`config.mk`:
```
export PLATFORM = sky130hd
export DESIGN_NAME = log_series_evaluator_flat
export DESIGN_NICKNAME = d
export VERILOG_FILES = /design/src/hw/rtl/lse_pkg.sv /design/src/hw/rtl/lse_req_if.sv /design/src/hw/rtl/lse_rsp_if.sv /design/src/hw/rtl/log_series_evaluator.sv /design/src/flat_wrapper.sv
export SDC_FILE = /design/constraint.sdc
export NUM_CORES = 2
export LEC_CHECK = 0
export ABC_AREA = 1
export BUFFER_PORTS_ARGS = -buffer_cell sky130_fd_sc_hd__buf_2
export CAP_MARGIN = 20
export CORE_MARGIN = 2
export CORE_UTILIZATION = 40
export DETAILED_ROUTE_END_ITERATION = 16
export GPL_ROUTABILITY_DRIVEN = 0
export PLACE_DENSITY_LB_ADDON = 0.3
export SLEW_MARGIN = 20
export SYNTH_ARGS = -nofsm -noshare
export SYNTH_HDL_FRONTEND = slang
export SYNTH_SLANG_ARGS = --single-unit
```
`constraint.sdc`:
```
create_clock -name clock -period 12.3 [get_ports clock]
set_clock_uncertainty 0.2 [all_clocks]
set_input_delay 0.615 -clock clock [delete_from_list [all_inputs] [get_ports clock]]
set_output_delay 0.615 -clock clock [all_outputs]
set_load 0.01 [all_outputs]
```
`src/hw/rtl/lse_pkg.sv`:
```
// ----------------------------------------------------------------------------
// lse_pkg
// Shared types and constants for the Mercator-series log evaluator.
// ----------------------------------------------------------------------------
package lse_pkg;

   localparam int FRACTION_BITS_DEF = 30;
   localparam int MAX_SPLIT_DEF     = 64;
   localparam int MAX_ROUNDS        = 1024;
   localparam int OUT_FRAC          = 26;

   localparam int X_W        = 32;
   localparam int LN_W       = 32;
   localparam int SPLIT_W    = 7;
   localparam int ROUNDS_W   = 11;
   localparam int CSR_IDX_W  = 1;
   localparam int CSR_DATA_W = 11;

   // multiplier digit width for the shared multiply-accumulate
   localparam int MUL_DIGIT_W = 16;

   localparam logic [SPLIT_W-1:0]  SPLIT_RESET  = 7'd4;
   localparam logic [ROUNDS_W-1:0] ROUNDS_RESET = 11'd256;

   typedef enum logic [CSR_IDX_W-1:0] {
      CSR_SPLIT_COUNT      = 1'b0,
      CSR_ROUNDS_PER_SPLIT = 1'b1
   } csr_idx_type;

   typedef enum logic [2:0] {
      ST_IDLE,
      ST_MUL,
      ST_CHK,
      ST_DIV,
      ST_ADD,
      ST_MAG,
      ST_RND,
      ST_OUT
   } state_type;

endpackage

```
`src/hw/rtl/lse_req_if.sv`:
```
// ----------------------------------------------------------------------------
// lse_req_if
// Request channel: one argument x per beat, unsigned fixed point.
// ----------------------------------------------------------------------------
interface lse_req_if import lse_pkg::*; ();

   logic           valid;
   logic           ready;
   logic [X_W-1:0] x_value;

   modport source (output valid, output x_value, input ready);
   modport sink   (input valid, input x_value, output ready);

endinterface

```
`src/hw/rtl/lse_rsp_if.sv`:
```
// ----------------------------------------------------------------------------
// lse_rsp_if
// Response channel: one saturated Q5.26 log value per beat.
// ----------------------------------------------------------------------------
interface lse_rsp_if import lse_pkg::*; ();

   logic                   valid;
   logic                   ready;
   logic signed [LN_W-1:0] ln_approx;

   modport source (output valid, output ln_approx, input ready);
   modport sink   (input valid, input ln_approx, output ready);

endinterface

```
`src/hw/rtl/log_series_evaluator.sv`:
```
// Each item sums T = split_count * rounds_per_split terms (fewer when the power of |x-1|
// underflows to zero). Per term the shared 16-bit-digit multiply-accumulate steps through
// the multiplier digits, most significant first, and the one-bit-per-cycle restoring divider
// forms the quotient; one item is in flight at a time.
// Reset: split_count returns to 4, rounds_per_split to 256, sequencer and response
// valid are cleared; there is no clearing pass.
// ----------------------------------------------------------------------------
// log_series_evaluator
// ln(x) by the Mercator series with a shared multiplier and serial divider.
// ----------------------------------------------------------------------------
module log_series_evaluator
   import lse_pkg::*;
#(
   parameter int FRACTION_BITS = FRACTION_BITS_DEF,
   parameter int MAX_SPLIT     = MAX_SPLIT_DEF
) (
   input  logic                  clock,
   input  logic                  reset,
   lse_req_if.sink               req_bus,
   lse_rsp_if.source             rsp_bus,
   input  logic                  csr_wr_en,
   input  logic [CSR_IDX_W-1:0]  csr_index,
   input  logic [CSR_DATA_W-1:0] csr_wdata
);

   localparam int ONE_W   = FRACTION_BITS + 1;
   localparam int ND      = (ONE_W + MUL_DIGIT_W - 1) / MUL_DIGIT_W;
   localparam int DM_W    = ND * MUL_DIGIT_W;
   localparam int PA_W    = ONE_W + DM_W;
   localparam int DG_W    = (ND > 1) ? $clog2(ND) : 1;
   localparam int TOT_MAX = MAX_SPLIT * MAX_ROUNDS;
   localparam int TW      = $clog2(TOT_MAX + 1);
   localparam int SPW     = $clog2(MAX_SPLIT + 1);
   localparam int QW      = ((ONE_W > TW) ? ONE_W : TW) + 1;
   localparam int CW      = $clog2(QW);
   localparam int SW      = QW + TW + 1;
   localparam int XW      = (FRACTION_BITS + 2 > X_W) ? FRACTION_BITS + 2 : X_W;
   localparam int RSH     = (FRACTION_BITS > OUT_FRAC) ? FRACTION_BITS - OUT_FRAC : 0;
   localparam int LSH     = (FRACTION_BITS < OUT_FRAC) ? OUT_FRAC - FRACTION_BITS : 0;
   localparam int RW      = SW + LSH + 1;
   localparam int RND_SH  = (RSH > 0) ? RSH - 1 : 0;

   localparam logic [XW-1:0]   ONE_X    = XW'(1) << FRACTION_BITS;
   localparam logic [XW-1:0]   TWO_X    = ONE_X << 1;
   localparam logic [ONE_W-1:0] ONE_PW  = ONE_W'(1) << FRACTION_BITS;
   localparam logic [RW-1:0]   RND_HALF = (RSH > 0) ? (RW'(1) << RND_SH) : '0;
   localparam logic [RW-1:0]   NEG_LIM  = RW'(64'h0000_0000_8000_0000);
   localparam logic [RW-1:0]   POS_LIM  = RW'(64'h0000_0000_7FFF_FFFF);
   localparam logic [DG_W-1:0] DIG_LAST = DG_W'(ND - 1);
   localparam logic [CW-1:0]   CNT_LAST = CW'(QW - 1);

   // configuration
   logic [SPLIT_W-1:0]  split_count_ff;
   logic [ROUNDS_W-1:0] rounds_ff;

   // sequencer and datapath
   state_type          state_ff, state_in;
   logic               dneg_ff, dneg_in;
   logic [DM_W-1:0]    dmag_ff, dmag_in;
   logic [ONE_W-1:0]   pw_ff, pw_in;
   logic [PA_W-1:0]    acc_ff, acc_in;
   logic [DG_W-1:0]    dig_ff, dig_in;
   logic [TW-1:0]      total_ff, total_in;
   logic [TW-1:0]      n_ff, n_in;
   logic [QW-1:0]      quo_ff, quo_in;
   logic [TW-1:0]      rem_ff, rem_in;
   logic [CW-1:0]      cnt_ff, cnt_in;
   logic [SW-1:0]      sum_ff, sum_in;
   logic               sneg_ff, sneg_in;
   logic [SW-1:0]      mag_ff, mag_in;
   logic [LN_W-1:0]    res_ff, res_in;
   logic               rsp_valid_ff, rsp_valid_in;
   logic [LN_W-1:0]    rsp_data_ff, rsp_data_in;

   // control from the output decode
   logic req_ready;
   logic req_fire;
   logic rsp_load;

   // combinational helpers
   logic [SPW-1:0]             splits_c;
   logic [ROUNDS_W-1:0]        rounds_c;
   logic [TW-1:0]              total_c;
   logic [XW-1:0]              x_ext_c;
   logic [XW-1:0]              x_sat_c;
   logic                       dneg_c;
   logic [XW-1:0]              dmag_x_c;
   logic [MUL_DIGIT_W-1:0]     digit_c;
   logic [ONE_W+MUL_DIGIT_W-1:0] prod_c;
   logic [ONE_W-1:0]           pw_new_c;
   logic [TW:0]                rem_sh_c;
   logic [TW:0]                n_ext_c;
   logic                       ge_c;
   logic                       tneg_c;
   logic [RW-1:0]              r_c;

   // ---------------------------------------------------------------- decode
   always_comb begin
      splits_c = (int'(split_count_ff) > MAX_SPLIT) ? SPW'(MAX_SPLIT) : SPW'(split_count_ff);
      rounds_c = (rounds_ff > ROUNDS_W'(MAX_ROUNDS)) ? ROUNDS_W'(MAX_ROUNDS) : rounds_ff;
      total_c  = TW'(splits_c) * TW'(rounds_c);

      x_ext_c  = XW'(req_bus.x_value);
      x_sat_c  = (x_ext_c > TWO_X) ? TWO_X : x_ext_c;
      dneg_c   = x_sat_c < ONE_X;
      dmag_x_c = dneg_c ? ONE_X - x_sat_c : x_sat_c - ONE_X;

      digit_c  = dmag_ff[dig_ff*MUL_DIGIT_W +: MUL_DIGIT_W];
      prod_c   = pw_ff * digit_c;
      pw_new_c = acc_ff[FRACTION_BITS +: ONE_W];

      rem_sh_c = {rem_ff, quo_ff[QW-1]};
      n_ext_c  = {1'b0, n_ff};
      ge_c     = rem_sh_c >= n_ext_c;

      // odd terms are positive only when x >= 1
      tneg_c   = dneg_ff || !n_ff[0];

      r_c = (RSH > 0) ? ((RW'(mag_ff) + RND_HALF) >> RSH) : (RW'(mag_ff) << LSH);
   end

   // ------------------------------------------------------- output decode
   always_comb begin
      req_ready = (state_ff == ST_IDLE);
      rsp_load  = (state_ff == ST_OUT) && (!rsp_valid_ff || rsp_bus.ready);
   end

   assign req_fire = req_bus.valid && req_ready;

   // ---------------------------------------------------------- next state
   always_comb begin
      state_in = state_ff;
      unique case (state_ff)
         ST_IDLE: begin
            if (req_fire) begin
               state_in = (total_c == '0) ? ST_MAG : ST_MUL;
            end
         end
         ST_MUL: begin
            if (dig_ff == '0) begin
               state_in = ST_CHK;
            end
         end
         ST_CHK: begin
            // power underflowed: every later term is zero
            state_in = (pw_new_c == '0) ? ST_MAG : ST_DIV;
         end
         ST_DIV: begin
            if (cnt_ff == '0) begin
               state_in = ST_ADD;
            end
         end
         ST_ADD: begin
            state_in = (n_ff == total_ff) ? ST_MAG : ST_MUL;
         end
         ST_MAG: begin
            state_in = ST_RND;
         end
         ST_RND: begin
            state_in = ST_OUT;
         end
         ST_OUT: begin
            if (rsp_load) begin
               state_in = ST_IDLE;
            end
         end
         default: begin
            state_in = ST_IDLE;
         end
      endcase
   end

   // ------------------------------------------------------------ datapath
   always_comb begin
      dneg_in      = dneg_ff;
      dmag_in      = dmag_ff;
      pw_in        = pw_ff;
      acc_in       = acc_ff;
      dig_in       = dig_ff;
      total_in     = total_ff;
      n_in         = n_ff;
      quo_in       = quo_ff;
      rem_in       = rem_ff;
      cnt_in       = cnt_ff;
      sum_in       = sum_ff;
      sneg_in      = sneg_ff;
      mag_in       = mag_ff;
      res_in       = res_ff;
      rsp_data_in  = rsp_data_ff;
      rsp_valid_in = rsp_valid_ff && !rsp_bus.ready;

      unique case (state_ff)
         ST_IDLE: begin
            if (req_fire) begin
               dneg_in  = dneg_c;
               dmag_in  = DM_W'(dmag_x_c);
               pw_in    = ONE_PW;
               acc_in   = '0;
               dig_in   = DIG_LAST;
               total_in = total_c;
               n_in     = TW'(1);
               sum_in   = '0;
            end
         end
         ST_MUL: begin
            // most significant digit first
            acc_in = (acc_ff << MUL_DIGIT_W) + PA_W'(prod_c);
            dig_in = dig_ff - DG_W'(1);
         end
         ST_CHK: begin
            pw_in  = pw_new_c;
            quo_in = QW'(pw_new_c) + QW'(n_ff >> 1);
            rem_in = '0;
            cnt_in = CNT_LAST;
         end
         ST_DIV: begin
            rem_in = ge_c ? TW'(rem_sh_c - n_ext_c) : TW'(rem_sh_c);
            quo_in = {quo_ff[QW-2:0], ge_c};
            cnt_in = cnt_ff - CW'(1);
         end
         ST_ADD: begin
            sum_in = tneg_c ? sum_ff - SW'(quo_ff) : sum_ff + SW'(quo_ff);
            n_in   = n_ff + TW'(1);
            acc_in = '0;
            dig_in = DIG_LAST;
         end
         ST_MAG: begin
            sneg_in = sum_ff[SW-1];
            mag_in  = sum_ff[SW-1] ? SW'(0) - sum_ff : sum_ff;
         end
         ST_RND: begin
            if (sneg_ff) begin
               res_in = (r_c >= NEG_LIM) ? LN_W'(NEG_LIM) : LN_W'(RW'(0) - r_c);
            end else begin
               res_in = (r_c >= POS_LIM) ? LN_W'(POS_LIM) : LN_W'(r_c);
            end
         end
         ST_OUT: begin
            if (rsp_load) begin
               rsp_data_in  = res_ff;
               rsp_valid_in = 1'b1;
            end
         end
         default: begin
            rsp_valid_in = rsp_valid_ff && !rsp_bus.ready;
         end
      endcase
   end

   // ------------------------------------------------------------ registers
   always_ff @(posedge clock) begin
      if (reset) begin
         state_ff       <= ST_IDLE;
         rsp_valid_ff   <= 1'b0;
         split_count_ff <= SPLIT_RESET;
         rounds_ff      <= ROUNDS_RESET;
      end else begin
         state_ff     <= state_in;
         rsp_valid_ff <= rsp_valid_in;
         if (csr_wr_en && csr_index == CSR_SPLIT_COUNT) begin
            split_count_ff <= csr_wdata[SPLIT_W-1:0];
         end
         if (csr_wr_en && csr_index == CSR_ROUNDS_PER_SPLIT) begin
            rounds_ff <= csr_wdata[ROUNDS_W-1:0];
         end
      end
   end

   always_ff @(posedge clock) begin
      dneg_ff     <= dneg_in;
      dmag_ff     <= dmag_in;
      pw_ff       <= pw_in;
      acc_ff      <= acc_in;
      dig_ff      <= dig_in;
      total_ff    <= total_in;
      n_ff        <= n_in;
      quo_ff      <= quo_in;
      rem_ff      <= rem_in;
      cnt_ff      <= cnt_in;
      sum_ff      <= sum_in;
      sneg_ff     <= sneg_in;
      mag_ff      <= mag_in;
      res_ff      <= res_in;
      rsp_data_ff <= rsp_data_in;
   end

   assign req_bus.ready     = req_ready;
   assign rsp_bus.valid     = rsp_valid_ff;
   assign rsp_bus.ln_approx = signed'(rsp_data_ff);

   // ----------------------------------------------------------- assertions
   a_busy_after_accept: assert property (@(posedge clock) disable iff (reset)
      req_fire |=> !req_bus.ready)
      else $error("request taken while an item is in flight");

   a_rem_below_divisor: assert property (@(posedge clock) disable iff (reset)
      (state_ff == ST_DIV) |-> (rem_ff < n_ff))
      else $error("divider remainder not below term index");

   a_term_in_range: assert property (@(posedge clock) disable iff (reset)
      (state_ff == ST_MUL || state_ff == ST_CHK || state_ff == ST_DIV || state_ff == ST_ADD)
      |-> (n_ff != '0 && n_ff <= total_ff))
      else $error("term index outside series length");

   a_rsp_no_overwrite: assert property (@(posedge clock) disable iff (reset)
      (rsp_valid_ff && !rsp_bus.ready) |=> (rsp_valid_ff && $stable(rsp_data_ff)))
      else $error("pending result overwritten");

endmodule

```
`src/flat_wrapper.sv`:
```
// flat-port wrapper written by rule: the top's interface ports become plain ports
module log_series_evaluator_flat import lse_pkg::*;
#(
   parameter int FRACTION_BITS = FRACTION_BITS_DEF,
   parameter int MAX_SPLIT     = MAX_SPLIT_DEF
)
  (clock, reset, csr_wr_en, csr_index, csr_wdata, req_bus_valid, req_bus_x_value, req_bus_ready, rsp_bus_valid, rsp_bus_ln_approx, rsp_bus_ready);
  lse_req_if req_bus_i ();
  lse_rsp_if rsp_bus_i ();
  input  logic clock;
  input  logic reset;
  input  logic csr_wr_en;
  input  logic [CSR_IDX_W-1:0] csr_index;
  input  logic [CSR_DATA_W-1:0] csr_wdata;
  input wire logic [$bits(req_bus_i.valid)-1:0] req_bus_valid;
  input wire logic [$bits(req_bus_i.x_value)-1:0] req_bus_x_value;
  output wire logic [$bits(req_bus_i.ready)-1:0] req_bus_ready;
  output wire logic [$bits(rsp_bus_i.valid)-1:0] rsp_bus_valid;
  output wire logic [$bits(rsp_bus_i.ln_approx)-1:0] rsp_bus_ln_approx;
  input wire logic [$bits(rsp_bus_i.ready)-1:0] rsp_bus_ready;
  assign req_bus_i.valid = req_bus_valid;
  assign req_bus_i.x_value = req_bus_x_value;
  assign req_bus_ready = req_bus_i.ready;
  assign rsp_bus_valid = rsp_bus_i.valid;
  assign rsp_bus_ln_approx = rsp_bus_i.ln_approx;
  assign rsp_bus_i.ready = rsp_bus_ready;
  log_series_evaluator #(.FRACTION_BITS(FRACTION_BITS), .MAX_SPLIT(MAX_SPLIT)) u_core (.clock(clock), .reset(reset), .req_bus(req_bus_i), .rsp_bus(rsp_bus_i), .csr_wr_en(csr_wr_en), .csr_index(csr_index), .csr_wdata(csr_wdata));
endmodule
```
; Word level (Yosys, flattened, before mapping)
; Index checks and enable logic that the tools add are counted.
[totals]
regBits = 401
input_bits = 49
output_inout_bits = 34
[op_classes]
n_addsub = 13
multipliers = 2
magnitude_cmp = 7
eq_ne = 12
shifts = 1
mux = 33
n_bitwise = 1
n_reduce_logical = 24
[op_table]
columns = operator, n
row1 = case mux 61 bit (3 select lines), 1
row2 = two-way mux 32 bit, 5
row3 = two-way mux 50 bit, 2
row4 = case mux 50 bit (2 select lines), 1
row5 = case mux 17 bit (2 select lines), 2
row6 = case mux 32 bit (2 select lines), 1
row7 = case mux 31 bit (2 select lines), 1
row8 = adder 61 x 47 -> 61 bit, 1
row9 = two-way mux 61 bit, 1
row10 = adder 50 x 4 -> 51 bit (second input constant), 1
row11 = adder 50 x 32 -> 50 bit, 1
row12 = subtractor 1 x 50 -> 50 bit (first input constant), 1
row13 = subtractor 50 x 32 -> 50 bit, 1
row14 = two-way mux 49 bit, 1
row15 = >= comparator 47 x 31 -> 1 bit (second input constant), 1
row16 = >= comparator 47 x 32 -> 1 bit (second input constant), 1
row17 = multiplier 31 x 16 -> 47 bit, 1
row18 = two-way mux 17 bit, 2
row19 = adder 31 x 16 -> 32 bit, 1
row20 = > comparator 32 bit (second input constant), 1
row21 = less-than comparator 32 x 31 -> 1 bit (second input constant), 1
row22 = indexed part select 32 x 6 -> 16 bit, 1
row23 = subtractor 1 x 32 -> 32 bit (first input constant), 1
row24 = subtractor 31 x 32 -> 32 bit (first input constant), 1
row25 = other kinds (35), 62

; Longest topological paths before layout
[logic_depth]
word_depth = 7
mapped_depth = 31
depth_no_buf = 29

; Worst setup path after synthesis
; No wires, ideal clock.
[synth_timing]
kind = register to register
startpoint = reg u_core.dig_ff
endpoint = reg u_core.acc_ff[41] (data pin)
setup_ns = 0.253
arrival_ns = 6.233
required_ns = 11.847
setup_slack_ns = 5.614
stages_incl_launch_ff = 27
n_path_buf = 2
path_cell_list = edfxtp_1 inv_1 clkbuf_1 or2_2 nand2_1 inv_1 clkbuf_1 nand2_1 fa_1 fa_1 fa_1 inv_1 fa_1 fa_1 inv_1 fa_1 inv_1 ha_1 a21oi_1 a21boi_0 o21bai_1 a21oi_1 o21ai_0 a21oi_1 nand2_1 nand2_1 nor2_1
[synth_via]
elab_chain_len = 4
[synth_lines]
columns = item, line_no
row1 = start: declaration, log_series_evaluator.sv:62  ; logic [DG_W-1:0] dig_ff, dig_in;
row2 = start signal: assignment, log_series_evaluator.sv:274  ; dig_ff <= dig_in;
row3 = indexed part select 32 x 6 -> 16 bit, log_series_evaluator.sv:108  ; digit_c = dmag_ff[dig_ff*MUL_DIGIT_W +: MUL_DIGIT_W];
row4 = multiplier 31 x 16 -> 47 bit, log_series_evaluator.sv:109  ; prod_c = pw_ff * digit_c;
row5 = adder 61 x 47 -> 61 bit, log_series_evaluator.sv:207  ; acc_in = (acc_ff << MUL_DIGIT_W) + PA_W'(prod_c);
row6 = case mux 61 bit (3 select lines), log_series_evaluator.sv:192  ; unique case (state_ff)
row7 = end signal: assignment, log_series_evaluator.sv:273  ; acc_ff <= acc_in;
row8 = end: declaration, log_series_evaluator.sv:61  ; logic [PA_W-1:0] acc_ff, acc_in;
; Every way passes these cells.
; A chain may end at the register's enable or synchronous reset.

; Worst setup path after layout
[layout_timing]
startpoint = reg u_core.dig_ff
endpoint = reg u_core.acc_ff[56] (data pin)
; The elaborated chain is that of the path after synthesis.

==> impl_results.md <==
- CP Launch Type: register
- FF+latch count, synth: 398
- CTS Sinks: around 400
- Synth top area cells: edfxtp_1, fa_1, nand2_1, inv_1, nor2_1
- Multi-input logic area: roughly 0.030 mm2
- CP dominant cell by count: inv_1
- Share of cells above drive strength 1: 0.0512
- Mapped Cells: between 6000 and 7000
- Crit. Startpoint: u_core.dig_ff
- WP data required: about 13000 ps
- Cell family with most CP delay: adder cells
- CP Capture Type: register
- Share of the synthesized area in the top cell type: 0.241
- CP max stage cell: inv_1
- Sequential share of the synthesized area: 0.250
- Fin. max-slew vios: 0
- Port Buffers: between 80 and 90
- Worst-skew pair later-pin latency: between 600 and 700 ps
- HPWL after DPL: roughly 120 mm
- CP peak stage delay: approximately 600 ps
- Wire length per cell: 18.6 um
- Final nets: 7030
- Max_cap viols: 0
- Number of post-CTS setup repair buffers: 0
- Crit path buf inv count: 7
- H-tree levels: 2
- Area leader, netlist: edfxtp_1
- Final Hold Fails: 0
- Synth warnings: 0
- Period Utilization, post-route: 0.696
- Num rows: 125
- First-pass GRT wire length: between 200 and 250 mm
- Worst-path clk slew: about 70 ps
- Clock tree buffer depth: 3
- Final setup fails: 0
- Total wire length: around 150 mm
- Critical path class: reg -> reg
- Hold WC Path Type: in -> reg
- RR Startpoint: u_core.dig_ff
- Antenna Cells: 0
- FF/Latch Area: between 0.01 and 0.015 mm2
- Initial antenna violation count: 1
- Unrepaired setup endpoints after global routing: no
- Net Count, Synth: between 6000 and 7000
- Actual slew at the worst max-slew pin: between 1000 and 1500 ps
- Core box area: 0.116 mm2
- Vias/cell: around 5.3
- Via count of the first global-routing pass: 40400
- Netlist cell types: 53
- GRT overflow: 0
- Slew HR: 0.303
- Finished layout cell area: between 0.05 and 0.06 mm2
- Largest net degree at the start of global routing: 68
- Die Ht: 346 um
- Vias: around 41000
- Post-CTS Resized: 0
- Initial DRT Pass Iterations: 6
- Antenna Nets Post-Route: 0
- FILL cells: 11800
- Final core utilization: 0.437
- Placed inst area: between 0.04 and 0.05 mm2
- Critical path data arrival time: ~8800 ps
- Max frequency: 0.117 GHz
- Syn avg cell area: 7.57 um2
- Die width: between 300 and 400 um
- Critical Path Fanout Max: 21
- Setup TNS: 0 ps
- Tmin final: 8560 ps
- Ports: between 80 and 90
- Mapped Area: roughly 0.047 mm2
- # DRC: 0
- Die area: roughly 0.12 mm2
- Min-delay src: csr_wdata[10]
- Drt initial violations: ~3800
- Area grow syn2layout: 8.43%
- CTS Buf Count: 50
- Starting density of the core: 0.403
- Root buf cell: clkbuf_16
- Outcome: finished, final reports clean
- GRT Overall Usage: 0.240
- CTS tree: yes
-- flip-flops by register name, indices dropped and copies added, names as in the netlist, 5 cells and up --
signal and count:
u_core.acc_ff 61, u_core.cnt_ff 5, u_core.dmag_ff 32, u_core.mag_ff 47, u_core.n_ff 17, u_core.pw_ff 31, u_core.quo_ff 32, u_core.rem_ff 17
u_core.res_ff 32, u_core.rounds_ff 11, u_core.rsp_bus.ln_approx 32, u_core.split_count_ff 7, u_core.sum_ff 50, u_core.total_ff 17
-- Yosys cell counts (all sizes together) --
master and count:
a211oi 1, a21boi 15, a21o 28, a21oi 300
a22oi 3, a31oi 30, and2 6, and3 4
buf 26, clkbuf 105, clkinv 8, conb 1
dfxtp 22, edfxtp 376, fa 481, ha 258
inv 1234, nand2 1357, nand2b 1, nand3 268
nand3b 8, nand4 80, nor2 894, nor3 78
nor3b 7, nor4 35, o2111ai 2, o211a 2
o211ai 6, o21a 17, o21ai 296, o21bai 30
o22ai 3, o31ai 14, o41ai 2, or2 38
or4 1, xnor2 52, xor2 105
-- cells by family after synthesis --
logic type / after synthesis / synth area share
xor+xnor: 157 / 0.0293
compound gates: 749 / 0.0875
other cells: 1 / 0.0000800
simple gates: 2777 / 0.248
buf+inv: 1373 / 0.111
fa+ha+maj: 739 / 0.274
flops: 398 / 0.250
-- timing repair --
action,CTS,global route
endpoints found under the setup margin,0,0
endpoints found under the hold margin,13,0
hold buffers,11,0
-- area by class of cell --
class,count,area share
clock inverter,36,0.00768
sequential,398,0.231
clock buffer,57,0.0262
inverter,1242,0.0917
multi-input combinational,4423,0.590
tap,1524,0.0375
timing repair buffer,127,0.0157
-- routing by layer --
layer / vias to the layer above / routed length (um) / GRT usage
li1: 19500 / - / -
met1: 19700 / 60200 / 0.319
met2: 1826 / 66000 / 0.389
met3: 328 / 13000 / 0.0438
met4: 2 / 6080 / 0.0924
met5: - / 13 / 0
-- worst paths after layout --
kind	to	slack (ps)	cells after the start
setup / recovery	u_core.acc_ff[56]	3740	26
hold / removal	u_core.rounds_ff[10]	50	3
setup reg to reg	u_core.acc_ff[56]	3740	26
hold reg to reg	u_core.rsp_bus.ln_approx[17]	220	0
-- cell usage in the layout (no fill, tap or decap), types with 34 or more instances in the layout --
master,count
a21oi_1,300
buf_2,82
clkbuf_16,52
edfxtp_1,376
fa_1,481
ha_1,258
inv_1,1220
nand2_1,1335
nand3_1,257
nand4_1,80
nor2_1,867
nor3_1,75
nor4_1,34
o21ai_0,283
or2_2,38
xnor2_1,52
xor2_1,105
-- metrics by stage --
step           cells  hold slack (ps)  setup WS [ps]
5_1_grt         7807             72.6           3370
2_1_floorplan   6194              200           5610
3_5_place_dp    7702              205           3900
4_1_cts         7806             6.10           3870
6_report        7807             45.4           3740
3_3_place_gp    7702              201           4050
-- tightest hold or removal path, stage by stage --
cell,delay (ps)
buf_2,70
o21ai_0,70
a21oi_1,110
Power is not shown: default switching activity piles up to over one toggle a cycle in this logic, so the estimate is an artifact.
